File: src/rtl/core/icl_pkg.sv
// icl_pkg: shared types and constants of the inode cache with lru replacement
// depends on nothing; used by the channel interfaces and the inode_cache_lru top level

package icl_pkg;

   localparam int DEFAULT_SLOTS = 16;
   localparam int KEY_W         = 16;
   localparam int STAMP_W       = 32;
   localparam int COUNT_W       = 17;
   localparam int OP_W          = 2;
   localparam int STATUS_W      = 2;
   localparam int SLOT_W        = 4;

   localparam logic [COUNT_W-1:0] INODE_COUNT_RESET = 17'h10000;

   typedef enum logic [OP_W-1:0] {
      OP_LOOKUP = 2'd0,
      OP_PUT    = 2'd1,
      OP_REMOVE = 2'd2
   } op_type;

   typedef enum logic [STATUS_W-1:0] {
      ST_OK     = 2'd0,
      ST_RANGE  = 2'd1,
      ST_ABSENT = 2'd2
   } status_type;

   typedef enum logic [1:0] {
      S_IDLE,
      S_SCAN,
      S_DONE
   } state_type;

   // one entry of the slot memory
   typedef struct packed {
      logic [KEY_W-1:0]   key;
      logic [STAMP_W-1:0] stamp;
   } entry_type;

endpackage

File: src/rtl/core/icl_req_if.sv
// icl_req_if: request channel (op and key) with valid/ready handshake
// depends on icl_pkg for field widths

interface icl_req_if;
   import icl_pkg::*;

   logic               valid;
   logic               ready;
   logic [OP_W-1:0]    op;
   logic [KEY_W-1:0]   key;

   modport source (output valid, output op, output key, input ready);
   modport sink   (input valid, input op, input key, output ready);
endinterface

File: src/rtl/core/icl_rsp_if.sv
// icl_rsp_if: response channel of the inode cache with valid/ready handshake
// depends on icl_pkg for field widths

interface icl_rsp_if;
   import icl_pkg::*;

   logic                valid;
   logic                ready;
   logic [STATUS_W-1:0] status;
   logic                hit;
   logic [SLOT_W-1:0]   slot;
   logic                evicted;
   logic [KEY_W-1:0]    evicted_key;

   modport source (output valid, output status, output hit, output slot,
                   output evicted, output evicted_key, input ready);
   modport sink   (input valid, input status, input hit, input slot,
                   input evicted, input evicted_key, output ready);
endinterface

File: src/rtl/core/inode_cache_lru.sv
// inode_cache_lru: fully associative inode number cache, timestamp lru replacement
// depends on icl_pkg, icl_req_if and icl_rsp_if
//
// flow: the request word is registered, then the slot memory is scanned, one entry read per cycle
//   through its single read port; in the done state a put is written back and the response
//   word loaded into the output register; a new request is taken only once back in idle
// a new request is taken while the previous response still waits in the output register
// reset: synchronous; clears valid bits, stamp counter and inode_count (to 65536),
//   no clearing pass over the slot memory

module inode_cache_lru #(
   parameter int SLOTS = icl_pkg::DEFAULT_SLOTS
) (
   input  logic                       clock,
   input  logic                       reset,
   icl_req_if.sink                    req_bus,
   icl_rsp_if.source                  rsp_bus,
   input  logic                       csr_wr_en,
   input  logic [icl_pkg::COUNT_W-1:0] csr_wr_data
);
   import icl_pkg::*;

   localparam int IW = (SLOTS > 1) ? $clog2(SLOTS) : 1;
   localparam logic [IW-1:0] LAST_IDX = IW'(SLOTS - 1);

   // slot memory: key and stamp per slot
   entry_type            mem [SLOTS];
   entry_type            rd_word_ff;

   state_type            state_ff, state_in;
   logic [SLOTS-1:0]     valid_ff;
   logic [STAMP_W-1:0]   stamp_ff;
   logic [COUNT_W-1:0]   inode_count_ff;

   logic [OP_W-1:0]      op_ff;
   logic [KEY_W-1:0]     key_ff;

   logic [IW-1:0]        addr_ff;
   logic                 iss_ff;
   logic                 rd_vld_ff;
   logic [IW-1:0]        rd_idx_ff;

   logic                 found_ff, empty_ff;
   logic [IW-1:0]        match_idx_ff, empty_idx_ff, min_idx_ff;
   logic [STAMP_W-1:0]   min_stamp_ff;
   logic [KEY_W-1:0]     min_key_ff;

   logic                 rsp_valid_ff;
   logic [STATUS_W-1:0]  rsp_status_ff;
   logic                 rsp_hit_ff;
   logic [SLOT_W-1:0]    rsp_slot_ff;
   logic                 rsp_evicted_ff;
   logic [KEY_W-1:0]     rsp_evicted_key_ff;

   logic                 req_take;
   logic                 out_free;
   logic                 finish;
   logic                 scan_last;
   logic                 fin_put, fin_remove;
   logic [IW-1:0]        put_idx;
   logic                 put_evicts;
   logic                 rd_slot_valid;

   logic [STATUS_W-1:0]  res_status;
   logic                 res_hit;
   logic [SLOT_W-1:0]    res_slot;
   logic                 res_evicted;
   logic [KEY_W-1:0]     res_evicted_key;

   assign req_bus.ready = (state_ff == S_IDLE);
   assign req_take      = req_bus.valid && (state_ff == S_IDLE);
   assign out_free      = !rsp_valid_ff || rsp_bus.ready;
   assign finish        = (state_ff == S_DONE) && out_free;
   assign scan_last     = rd_vld_ff && (rd_idx_ff == LAST_IDX);
   assign rd_slot_valid = valid_ff[rd_idx_ff];

   assign put_evicts = !found_ff && !empty_ff;
   assign put_idx    = found_ff ? match_idx_ff : (empty_ff ? empty_idx_ff : min_idx_ff);
   assign fin_put    = finish && (op_ff == OP_PUT);
   assign fin_remove = finish && (op_ff == OP_REMOVE) && found_ff;

   // state register
   always_ff @(posedge clock) begin
      if (reset) begin
         state_ff <= S_IDLE;
      end else begin
         state_ff <= state_in;
      end
   end

   always_comb begin
      state_in = state_ff;
      case (state_ff)
         S_IDLE: begin
            if (req_take) state_in = S_SCAN;
         end
         S_SCAN: begin
            if (scan_last) state_in = S_DONE;
         end
         S_DONE: begin
            if (out_free) state_in = S_IDLE;
         end
         default: state_in = S_IDLE;
      endcase
   end

   // result word from the scan summary
   always_comb begin
      res_status      = ST_OK;
      res_hit         = 1'b0;
      res_slot        = '0;
      res_evicted     = 1'b0;
      res_evicted_key = '0;
      case (op_ff)
         OP_LOOKUP: begin
            if ({1'b0, key_ff} >= inode_count_ff) begin
               res_status = ST_RANGE;
            end else if (found_ff) begin
               res_hit  = 1'b1;
               res_slot = SLOT_W'(match_idx_ff);
            end else begin
               res_status = ST_ABSENT;
            end
         end
         OP_PUT: begin
            res_hit         = found_ff;
            res_slot        = SLOT_W'(put_idx);
            res_evicted     = put_evicts;
            res_evicted_key = put_evicts ? min_key_ff : '0;
         end
         OP_REMOVE: begin
            if (found_ff) begin
               res_hit  = 1'b1;
               res_slot = SLOT_W'(match_idx_ff);
            end else begin
               res_status = ST_ABSENT;
            end
         end
         default: ;
      endcase
   end

   // slot memory: one read and one write port
   always_ff @(posedge clock) begin
      rd_word_ff <= mem[addr_ff];
      if (fin_put) begin
         mem[put_idx] <= '{key: key_ff, stamp: stamp_ff};
      end
   end

   // control registers
   always_ff @(posedge clock) begin
      if (reset) begin
         valid_ff       <= '0;
         stamp_ff       <= '0;
         inode_count_ff <= INODE_COUNT_RESET;
         iss_ff         <= 1'b0;
         rd_vld_ff      <= 1'b0;
         rsp_valid_ff   <= 1'b0;
      end else begin
         if (csr_wr_en) inode_count_ff <= csr_wr_data;

         if (req_take) begin
            iss_ff <= 1'b1;
         end else if (iss_ff && (addr_ff == LAST_IDX)) begin
            iss_ff <= 1'b0;
         end
         rd_vld_ff <= iss_ff;

         if (fin_put) begin
            valid_ff[put_idx] <= 1'b1;
            stamp_ff          <= stamp_ff + 1'b1;
         end else if (fin_remove) begin
            valid_ff[match_idx_ff] <= 1'b0;
         end

         if (finish) begin
            rsp_valid_ff <= 1'b1;
         end else if (rsp_bus.ready) begin
            rsp_valid_ff <= 1'b0;
         end
      end
   end

   // request, scan address and scan summary
   always_ff @(posedge clock) begin
      if (req_take) begin
         op_ff    <= req_bus.op;
         key_ff   <= req_bus.key;
         addr_ff  <= '0;
         found_ff <= 1'b0;
         empty_ff <= 1'b0;
      end else begin
         if (iss_ff && (addr_ff != LAST_IDX)) addr_ff <= addr_ff + 1'b1;
         if (rd_vld_ff) begin
            if (!found_ff && rd_slot_valid && (rd_word_ff.key == key_ff)) begin
               found_ff     <= 1'b1;
               match_idx_ff <= rd_idx_ff;
            end
            if (!empty_ff && !rd_slot_valid) begin
               empty_ff     <= 1'b1;
               empty_idx_ff <= rd_idx_ff;
            end
            // strict compare keeps the first slot on equal stamps
            if ((rd_idx_ff == '0) || (rd_word_ff.stamp < min_stamp_ff)) begin
               min_stamp_ff <= rd_word_ff.stamp;
               min_idx_ff   <= rd_idx_ff;
               min_key_ff   <= rd_word_ff.key;
            end
         end
      end
      rd_idx_ff <= addr_ff;
   end

   // output register
   always_ff @(posedge clock) begin
      if (finish) begin
         rsp_status_ff      <= res_status;
         rsp_hit_ff         <= res_hit;
         rsp_slot_ff        <= res_slot;
         rsp_evicted_ff     <= res_evicted;
         rsp_evicted_key_ff <= res_evicted_key;
      end
   end

   assign rsp_bus.valid       = rsp_valid_ff;
   assign rsp_bus.status      = rsp_status_ff;
   assign rsp_bus.hit         = rsp_hit_ff;
   assign rsp_bus.slot        = rsp_slot_ff;
   assign rsp_bus.evicted     = rsp_evicted_ff;
   assign rsp_bus.evicted_key = rsp_evicted_key_ff;

`ifndef NO_ASSERTIONS
   // an eviction happens only when every slot holds an entry
   a_evict_full: assert property (@(posedge clock) disable iff (reset)
      (fin_put && put_evicts) |-> (&valid_ff))
      else $error("eviction with a free slot");

   // the slot written by a put is valid afterwards
   a_put_valid: assert property (@(posedge clock) disable iff (reset)
      fin_put |=> valid_ff[$past(put_idx)])
      else $error("put slot not valid");

   // the stamp counter moves only on a finished put
   a_stamp_step: assert property (@(posedge clock) disable iff (reset)
      (!$past(reset) && (stamp_ff != $past(stamp_ff))) |-> $past(fin_put))
      else $error("stamp counter moved without a put");

   // a recorded match points at a valid slot
   a_match_valid: assert property (@(posedge clock) disable iff (reset)
      ((state_ff == S_DONE) && found_ff) |-> valid_ff[match_idx_ff])
      else $error("match on an invalid slot");

   // a response word appears only out of the done state
   a_rsp_from_done: assert property (@(posedge clock) disable iff (reset)
      (!$past(reset) && $rose(rsp_valid_ff)) |-> ($past(state_ff) == S_DONE))
      else $error("response without a finished scan");
`endif

endmodule

File: src/flat_wrapper.sv
// flat-port wrapper written by rule: the top's interface ports become plain ports
module inode_cache_lru_flat import icl_pkg::*;
#(
   parameter int SLOTS = icl_pkg::DEFAULT_SLOTS
)
  (clock, reset, csr_wr_en, csr_wr_data, req_bus_valid, req_bus_op, req_bus_key, req_bus_ready, rsp_bus_valid, rsp_bus_status, rsp_bus_hit, rsp_bus_slot, rsp_bus_evicted, rsp_bus_evicted_key, rsp_bus_ready);
  icl_req_if req_bus_i ();
  icl_rsp_if rsp_bus_i ();
  input  logic clock;
  input  logic reset;
  input  logic csr_wr_en;
  input  logic [icl_pkg::COUNT_W-1:0] csr_wr_data;
  input wire logic [$bits(req_bus_i.valid)-1:0] req_bus_valid;
  input wire logic [$bits(req_bus_i.op)-1:0] req_bus_op;
  input wire logic [$bits(req_bus_i.key)-1:0] req_bus_key;
  output wire logic [$bits(req_bus_i.ready)-1:0] req_bus_ready;
  output wire logic [$bits(rsp_bus_i.valid)-1:0] rsp_bus_valid;
  output wire logic [$bits(rsp_bus_i.status)-1:0] rsp_bus_status;
  output wire logic [$bits(rsp_bus_i.hit)-1:0] rsp_bus_hit;
  output wire logic [$bits(rsp_bus_i.slot)-1:0] rsp_bus_slot;
  output wire logic [$bits(rsp_bus_i.evicted)-1:0] rsp_bus_evicted;
  output wire logic [$bits(rsp_bus_i.evicted_key)-1:0] rsp_bus_evicted_key;
  input wire logic [$bits(rsp_bus_i.ready)-1:0] rsp_bus_ready;
  assign req_bus_i.valid = req_bus_valid;
  assign req_bus_i.op = req_bus_op;
  assign req_bus_i.key = req_bus_key;
  assign req_bus_ready = req_bus_i.ready;
  assign rsp_bus_valid = rsp_bus_i.valid;
  assign rsp_bus_status = rsp_bus_i.status;
  assign rsp_bus_hit = rsp_bus_i.hit;
  assign rsp_bus_slot = rsp_bus_i.slot;
  assign rsp_bus_evicted = rsp_bus_i.evicted;
  assign rsp_bus_evicted_key = rsp_bus_i.evicted_key;
  assign rsp_bus_i.ready = rsp_bus_ready;
  inode_cache_lru #(.SLOTS(SLOTS)) u_core (.clock(clock), .reset(reset), .req_bus(req_bus_i), .rsp_bus(rsp_bus_i), .csr_wr_en(csr_wr_en), .csr_wr_data(csr_wr_data));
endmodule
File: config.mk
export PLATFORM = sky130hd
export DESIGN_NAME = inode_cache_lru_flat
export DESIGN_NICKNAME = d
export VERILOG_FILES = /design/src/rtl/core/icl_pkg.sv /design/src/rtl/core/icl_req_if.sv /design/src/rtl/core/icl_rsp_if.sv /design/src/rtl/core/inode_cache_lru.sv /design/src/flat_wrapper.sv
export SDC_FILE = /design/constraint.sdc
export NUM_CORES = 1
export LEC_CHECK = 0
export BUFFER_PORTS_ARGS = -buffer_cell sky130_fd_sc_hd__buf_2
export CORE_MARGIN = 2
export CORE_UTILIZATION = 38
export DETAILED_ROUTE_END_ITERATION = 6
export PLACE_DENSITY_LB_ADDON = 0.2
export SYNTH_ARGS = -nofsm -noshare
export SYNTH_HDL_FRONTEND = slang
export SYNTH_SLANG_ARGS = --single-unit
File: constraint.sdc
create_clock -name clock -period 4.8 [get_ports clock]
set_input_delay 0 -clock clock [delete_from_list [all_inputs] [get_ports clock]]
set_output_delay 0 -clock clock [all_outputs]
set_load 0.005 [all_outputs]
==> results of run 1 <==
## area by class of cell
class / count / area share (%)
Sequential cell: 998 / 65.07
Multi-Input combinational cell: 722 / 19.71
Clock buffer: 124 / 6.158
Tap cell: 1287 / 3.650
Timing Repair Buffer: 170 / 3.148
Clock inverter: 66 / 1.628
Inverter: 75 / 0.6382
## worst paths after layout
check                                startpoint                                end  slack (ns)  cells after the start
setup / recovery     u_core.key_ff[4]$_DFFE_PP_   u_core.rsp_bus.slot[1]$_DFFE_PP_        1.45                      6
hold / removal                  req_bus_key[15]        u_core.key_ff[15]$_DFFE_PP_        0.05                      2
setup reg to reg     u_core.key_ff[4]$_DFFE_PP_   u_core.rsp_bus.slot[1]$_DFFE_PP_        1.45                      6
hold reg to reg   u_core.rd_word_ff[25]$_DFF_P_  u_core.min_stamp_ff[25]$_DFFE_PP_        0.44                      0
## Yosys cell counts (4+ instances only)
cell type / n / share of area [%]
buf_2: 19 / 0.25
mux2i_1: 20 / 0.53
nand3_1: 16 / 0.21
xnor2_1: 34 / 0.78
o21a_1: 5 / 0.099
a211oi_1: 5 / 0.099
o21ai_0: 41 / 0.54
edfxtp_1: 870 / 69
a21oi_1: 48 / 0.63
nor2_1: 64 / 0.63
buf_1: 4 / 0.040
clkbuf_1: 58 / 0.57
dfxtp_1: 128 / 6.7
nand2_1: 53 / 0.52
or3_1: 10 / 0.16
mux2_2: 4 / 0.12
ha_1: 53 / 1.7
nor4_1: 17 / 0.28
and2_1: 20 / 0.33
mux4_2: 245 / 15
nand2b_1: 7 / 0.12
and4_1: 8 / 0.18
inv_1: 75 / 0.74
a31oi_1: 4 / 0.066
nor3_1: 12 / 0.16
nand4_1: 17 / 0.28
nor2b_1: 10 / 0.16
## worst reg2reg max path: stages (launching register included)
cell and delay [ns]:
edfxtp_1 0.75, ha_1 0.37, a21oi_1 0.14, o21ai_0 0.11, a2111oi_1 1.08, o211ai_1 0.40
o21ai_0 0.31
## power breakdown
part	internal, uW	switching [uW]
combinational	854	723
sequential	9540	252
clock	4820	3260
## cell families (layout without fill, tap and decap cells)
group | after synthesis | in the layout | share of synthesized area [%]
flops | 998 | 998 | 75.55
mux | 269 | 269 | 15.18
simple gates | 247 | 247 | 3.351
buf+inv | 156 | 435 | 1.605
compound gates | 116 | 116 | 1.717
fa+ha+maj | 53 | 53 | 1.746
xor+xnor | 37 | 37 | 0.8535
## registers in the layout (all words and copies together), names as in the netlist, 16 cells and up
register                    count
u_core.key_ff                  16
u_core.mem                    768
u_core.valid_ff                16
u_core.stamp_ff                32
u_core.rsp_bus.evicted_key     16
u_core.rd_word_ff              48
u_core.min_key_ff              16
u_core.inode_count_ff          17
u_core.min_stamp_ff            32
## routing by layer
| layer | track usage (%) | part of all wire [%] | routed length, um |
|---|---|---|---|
| met1 | 24.45 | 44 | 39080 |
| met2 | 28.88 | 50 | 43680 |
| met3 | 2.185 | 4.0 | 3489 |
| met4 | 4.194 | 1.9 | 1656 |
| met5 | 0 | 0 | 0 |
## stage by stage
step                power [uW]  util (%)  hold WS [ns]  setup WS, ns  instance area, sq um
finish                   19450     44.69       0.04656         1.452                 44110
global route             20120     44.69       0.03874         1.338                 44110
CTS                      19670     44.69      0.002763         1.595                 44110
detailed placement       11550     40.65        0.1781         1.645                 40130
global placement         11540     40.65        0.1780         1.381                 40130
floorplan                11000         -       0.09887        0.4656                 37970
## repair_timing
item                                   in CTS  in global routing
endpoints found under the hold margin      47                  0
buffers inserted                            0                  0
hold buffers                               55                  0
==> impl_summary.log, run 1 <==
[metrics] register area: approximately 29000 sq um
[metrics] Avg Vias per Cell: roughly 5.3
[metrics] Final HPWL DP: around 50000 um
[metrics] final critical path time including I/O delays and setup: approximately 3.3 ns
[metrics] worst-case clock skew: approximately 0.025 ns
[metrics] instance count of the mapped netlist: approximately 1900
[metrics] proportion of layout cells with a drive suffix above 1: around a quarter
[metrics] count of routing violations after the opening detailed-route iteration: 1668
[metrics] CP Capture Type: flip-flop
[metrics] data required time of the worst path: about 5.3 ns
[metrics] Worst Path Buf+Inv: 0
[metrics] clk_lat worst skew: 0.67 ns
[metrics] result of the run: finished clean
[metrics] number of inserted filler cells in the final layout: 8400
[metrics] H-tree depth: 3
[metrics] Critical Path Start Type: flip-flop
[metrics] post-synth design cell area: roughly 38000 sq um
[metrics] area of the die: between 100000 and 150000 sq um
[metrics] ys flop type: edfxtp_1
[metrics] clk root buf: clkbuf_16
[metrics] number of global-route vias before repair: ~19000
[metrics] global-route wire length before repair: approximately 130000 um
[metrics] Worst path most repeated cell: o21ai_0
[metrics] most frequent standard cell in the layout excluding fill and tap cells: edfxtp_1
[metrics] final setup violation count: 0
[metrics] Die Ht: between 300 and 400 um
[metrics] normalized max-slew margin: roughly a fifth
[metrics] number of clock sinks: roughly 1000
[metrics] wire per inst: about 26 um
[metrics] Placement Rows: around 120
[metrics] DR pass1 iterations: 5
[metrics] synth warn: 0
[metrics] standard cell with the maximum stage delay on the critical path: a2111oi_1
[metrics] GR Overflow Total: 0
[metrics] Die Wd: roughly 320 um
[metrics] cell-by-cell trace of the critical path: ha_1 > a21oi_1 > o21ai_0 > a2111oi_1 > o211ai_1 > o21ai_0
[metrics] net total in the final layout: 2161
[metrics] portion of the clock cycle consumed by the worst path in the final layout: 69.74%
[metrics] CP Class: flip-flop to flip-flop
[metrics] clock tree from TritonCTS: yes
[metrics] max capacitance violation total: 0
[metrics] final count of pins violating max slew: 0
[metrics] sequential-to-total area share from yosys stat: 75.55%
[metrics] maximum clock frequency: approximately 300 MHz
[metrics] gp weighted congestion: approximately 0.8
[metrics] I/O Pins: 66
[metrics] number of distinct library cells after synthesis: 48
[metrics] slew at the pin closest to its max-slew limit: around 1.2 ns
[metrics] placed insts: about 3200
[metrics] flop and latch count out of synthesis: between 900 and 1000
[metrics] Top delay family on crit path: compound AO/OA/AOI/OAI gates
[metrics] total area of multi-input combinational cells: 8695 sq um
[metrics] largest voltage drop on the vdd net: roughly 330 uV
[metrics] maximum fanout count along the critical path: 18
[metrics] total via count in the routed design: 18248
[metrics] number of CTS-inserted buffers: roughly 100
[metrics] Tot GR Track Use: between 15 and 20%
[metrics] Initial Util: just under 40%
[metrics] number of flops mapped to enable cells by yosys: between 800 and 900
[metrics] clock tree buffer depth: 3
[metrics] total detailed-routing wirelength: 87900 um
[metrics] static leakage: approximately 0.014 uW
[metrics] clock slew seen by the registers of the worst setup and hold paths: ~0.07 ns
[metrics] final hold violation count: 0
[metrics] commonest cells after routing, fill and taps aside: edfxtp_1, mux4_2, dfxtp_1, clkbuf_16, buf_2
[metrics] Post-route DRC: 0
[metrics] largest stage delay on the critical path: ~1.1 ns
[metrics] final instance count without filler cells: between 3000 and 4000
[metrics] total negative slack: 0 ns
[metrics] Mapped Avg Cell Area: a little over 20 sq um
[metrics] Area growth syn-to-layout: 16.17%
[metrics] IO buf count: 65
[metrics] largest net degree at the start of global routing: 66
[metrics] crit path DAT: 3.83 ns
[metrics] number of gates given a new drive strength after cts: 0
[metrics] ys async rst share: 0%
[metrics] number of antenna violations at the first check in global routing: 0
[metrics] setup repair after global routing missed its margin: false
[metrics] core outline area: roughly 99000 sq um
[metrics] count of inserted antenna diode cells: 0
[metrics] Final ANT Viol Nets: 0
[metrics] power per standard cell area: roughly 440 nW/um^2
[metrics] net count after synthesis: around 2000
[metrics] Hold WC Path Type: primary input to flip-flop
(Power assumes the default switching activity.)
==> run 2, diff against run 1 <==
==> constraint.sdc (replaced) <==
create_clock -name clock -period 3.5 [get_ports clock]
set_input_delay 0 -clock clock [delete_from_list [all_inputs] [get_ports clock]]
set_output_delay 0 -clock clock [all_outputs]
set_load 0.005 [all_outputs]
==> impl_summary.log, run 2 (same netlist as run 1, synthesis figures left out) <==
[metrics] H-tree depth: 3
[metrics] count of inserted antenna diode cells: 0
[metrics] wire per inst: ~25 um
[metrics] number of clock sinks: between 900 and 1000
[metrics] final setup violation count: 0
[metrics] static leakage: between 0.01 and 0.015 uW
[metrics] Tot GR Track Use: 17.04%
[metrics] count of routing violations after the opening detailed-route iteration: approximately 1600
[metrics] max capacitance violation total: 0
[metrics] most frequent standard cell in the layout excluding fill and tap cells: edfxtp_1
[metrics] Final HPWL DP: 46250 um
[metrics] Final ANT Viol Nets: 0
[metrics] part of the total power dissipated in sequential elements: about half
[metrics] switching fraction of total power: between 20% and 30%
[metrics] Post-route DRC: 0
[metrics] launch instance of the worst register-to-register path: u_core.min_stamp_ff[27]$_DFFE_PP_
[metrics] maximum clock frequency: roughly 350 MHz
[metrics] I/O Pins: 66
[metrics] crit path DAT: around 3.2 ns
[metrics] clk root buf: clkbuf_16
[metrics] IO buf count: 65
[metrics] final core occ: between 40% and 50%
[metrics] result of the run: finished clean
[metrics] flip-flop count of the largest register, all copies and words added: about 770
[metrics] data required time of the worst path: ~3.8 ns
[metrics] number of CTS-inserted buffers: roughly 100
[metrics] worst flop-to-flop path endpoint: u_core.min_key_ff[7]$_DFFE_PP_
[metrics] power per standard cell area: ~590 nW/um^2
[metrics] clock tree buffer depth: 3
[metrics] Internal Power: 20680 uW
[metrics] worst slack at placement: a little under 0.7 ns
[metrics] slew at the pin closest to its max-slew limit: slightly above 1 ns
[metrics] number of antenna violations at the first check in global routing: 1
[metrics] final hold violation count: 0
[metrics] CP Class: flip-flop to flip-flop
[metrics] total detailed-routing wirelength: around 86000 um
[metrics] number of gates given a new drive strength after cts: 0
[metrics] Reg2Reg Setup Slack: about 0.63 ns
[metrics] Largest Register: u_core.mem
[metrics] area of the die: approximately 100000 sq um
[metrics] clock tree from TritonCTS: yes
[metrics] registers with the most flip-flops: u_core.mem (768), u_core.rd_word_ff (48)
[metrics] proportion of layout cells with a drive suffix above 1: between 20% and 30%
[metrics] total negative slack: 0 ns
[metrics] Placement Rows: between 100 and 150
[metrics] number of global-route vias before repair: around 20000
[metrics] Critical Path Start Type: flip-flop
[metrics] DR pass1 iterations: 6
[metrics] commonest cells after routing, fill and taps aside: edfxtp_1, mux4_2, dfxtp_1, clkbuf_16, dlygate4sd3_1
[metrics] maximum fanout count along the critical path: 28
[metrics] GR Overflow Total: 0
[metrics] gp weighted congestion: 0.7757
[metrics] net total in the final layout: 2196
[metrics] combinational share of power: between 8 and 9%
[metrics] final critical path time including I/O delays and setup: ~2.9 ns
[metrics] global-route wire length before repair: ~130000 um
[metrics] clk_lat worst skew: about 0.67 ns
[metrics] path depth of the worst reg2reg path: 8
[metrics] setup repair after global routing missed its margin: false
[metrics] CP Capture Type: flip-flop
[metrics] Die Wd: 320.1 um
[metrics] fraction of power consumed by the clock network: between 40 and 50%
[metrics] Area growth syn-to-layout: 17.39%
[metrics] Avg Vias per Cell: between 5 and 6
[metrics] core outline area: between 90000 and 100000 sq um
[metrics] final count of pins violating max slew: 0
[metrics] worst-case clock skew: 0.02756 ns
[metrics] Hold WC Path Type: primary input to flip-flop
[metrics] largest voltage drop on the vdd net: about 430 uV
[metrics] portion of the clock cycle consumed by the worst path in the final layout: between 80 and 90%
[metrics] normalized max-slew margin: about 33%
[metrics] Initial Util: between 30 and 40%
[metrics] Setup crit end: u_core.min_key_ff[7]$_DFFE_PP_
[metrics] total via count in the routed design: 18515
[metrics] largest net degree at the start of global routing: just under 50
[metrics] switching power: between 5000 and 6000 uW
[metrics] final setup slack of the worst path: roughly 0.63 ns
[metrics] Die Ht: 320.1 um
[metrics] worst hold margin: ~0.048 ns
[metrics] Final Total Pwr: 26440 uW
[metrics] clock slew seen by the registers of the worst setup and hold paths: about 0.060 ns
[metrics] number of inserted filler cells in the final layout: between 8000 and 9000
[metrics] Worst Hold Path Cells: 2
[metrics] Worst setup startpoint: u_core.min_stamp_ff[27]$_DFFE_PP_
-- run 2: through the flow --
stage	std cells	instance area, sq um
floorplan	1876	37980
global placement	3213	40470
detailed placement	3213	40470
CTS	3478	44570
global route	3478	44570
finish	3478	44570
-- run 2: worst max-delay path, cell delays in order, from the launching register on --
cell and delay [ns]:
edfxtp_1 0.36, inv_1 0.07, ha_1 0.24, a21oi_1 0.15, o21ai_0 0.12, a221oi_1 0.62, o2111ai_1 0.30, a21oi_4 0.19
buf_4 0.43
-- run 2: how the worst min path moves through the flow --
| stage | slack (ns) | end | from |
|---|---|---|---|
| 2_1_floorplan | 0.1 | u_core.key_ff[0]$_DFFE_PP_ | req_bus_key[0] |
| 3_3_place_gp | 0.18 | u_core.key_ff[0]$_DFFE_PP_ | req_bus_key[0] |
| 3_5_place_dp | 0.18 | u_core.key_ff[14]$_DFFE_PP_ | req_bus_key[14] |
| 4_1_cts | 0.003 | u_core.op_ff[1]$_DFFE_PP_ | req_bus_op[1] |
| 5_1_grt | 0.01 | u_core.key_ff[15]$_DFFE_PP_ | req_bus_key[15] |
| 6_report | 0.05 | u_core.op_ff[0]$_DFFE_PP_ | req_bus_op[0] |
-- run 2: final cells by class --
type	instances	area [sq um]	area share, %
Clock buffer	140	2909	6.526
Inverter	75	281.5	0.6316
Sequential cell	998	28700	64.39
Timing Repair Buffer	203	1904	4.272
Tap cell	1287	1610	3.613
Multi-Input combinational cell	722	8693	19.50
Clock inverter	53	473.0	1.061
-- run 2: repair_timing --
item | 4_1_cts | 5_1_grt
setup endpoints to repair | 0 | 0
hold buffers | 72 | 0
endpoints found under the hold margin | 49 | 0
setup buffers | 0 | 0
-- run 2: layer usage --
| layer | share of wire, % | track usage, % |
|---|---|---|
| met1 | 44 | 23.57 |
| met2 | 50 | 28.42 |
| met4 | 2.0 | 4.382 |
| met5 | 0 | 0 |
| met3 | 4.4 | 2.513 |
-- run 2: power groups by stage --
stage	logic (uW)	registers [uW]	clock network, uW
after CTS	2270	13400	11100
after detailed placement	2180	13600	0
after global placement	2170	13600	0
after floorplan	1650	13400	0
final	2210	13400	10900
after global routing	2410	13400	11600
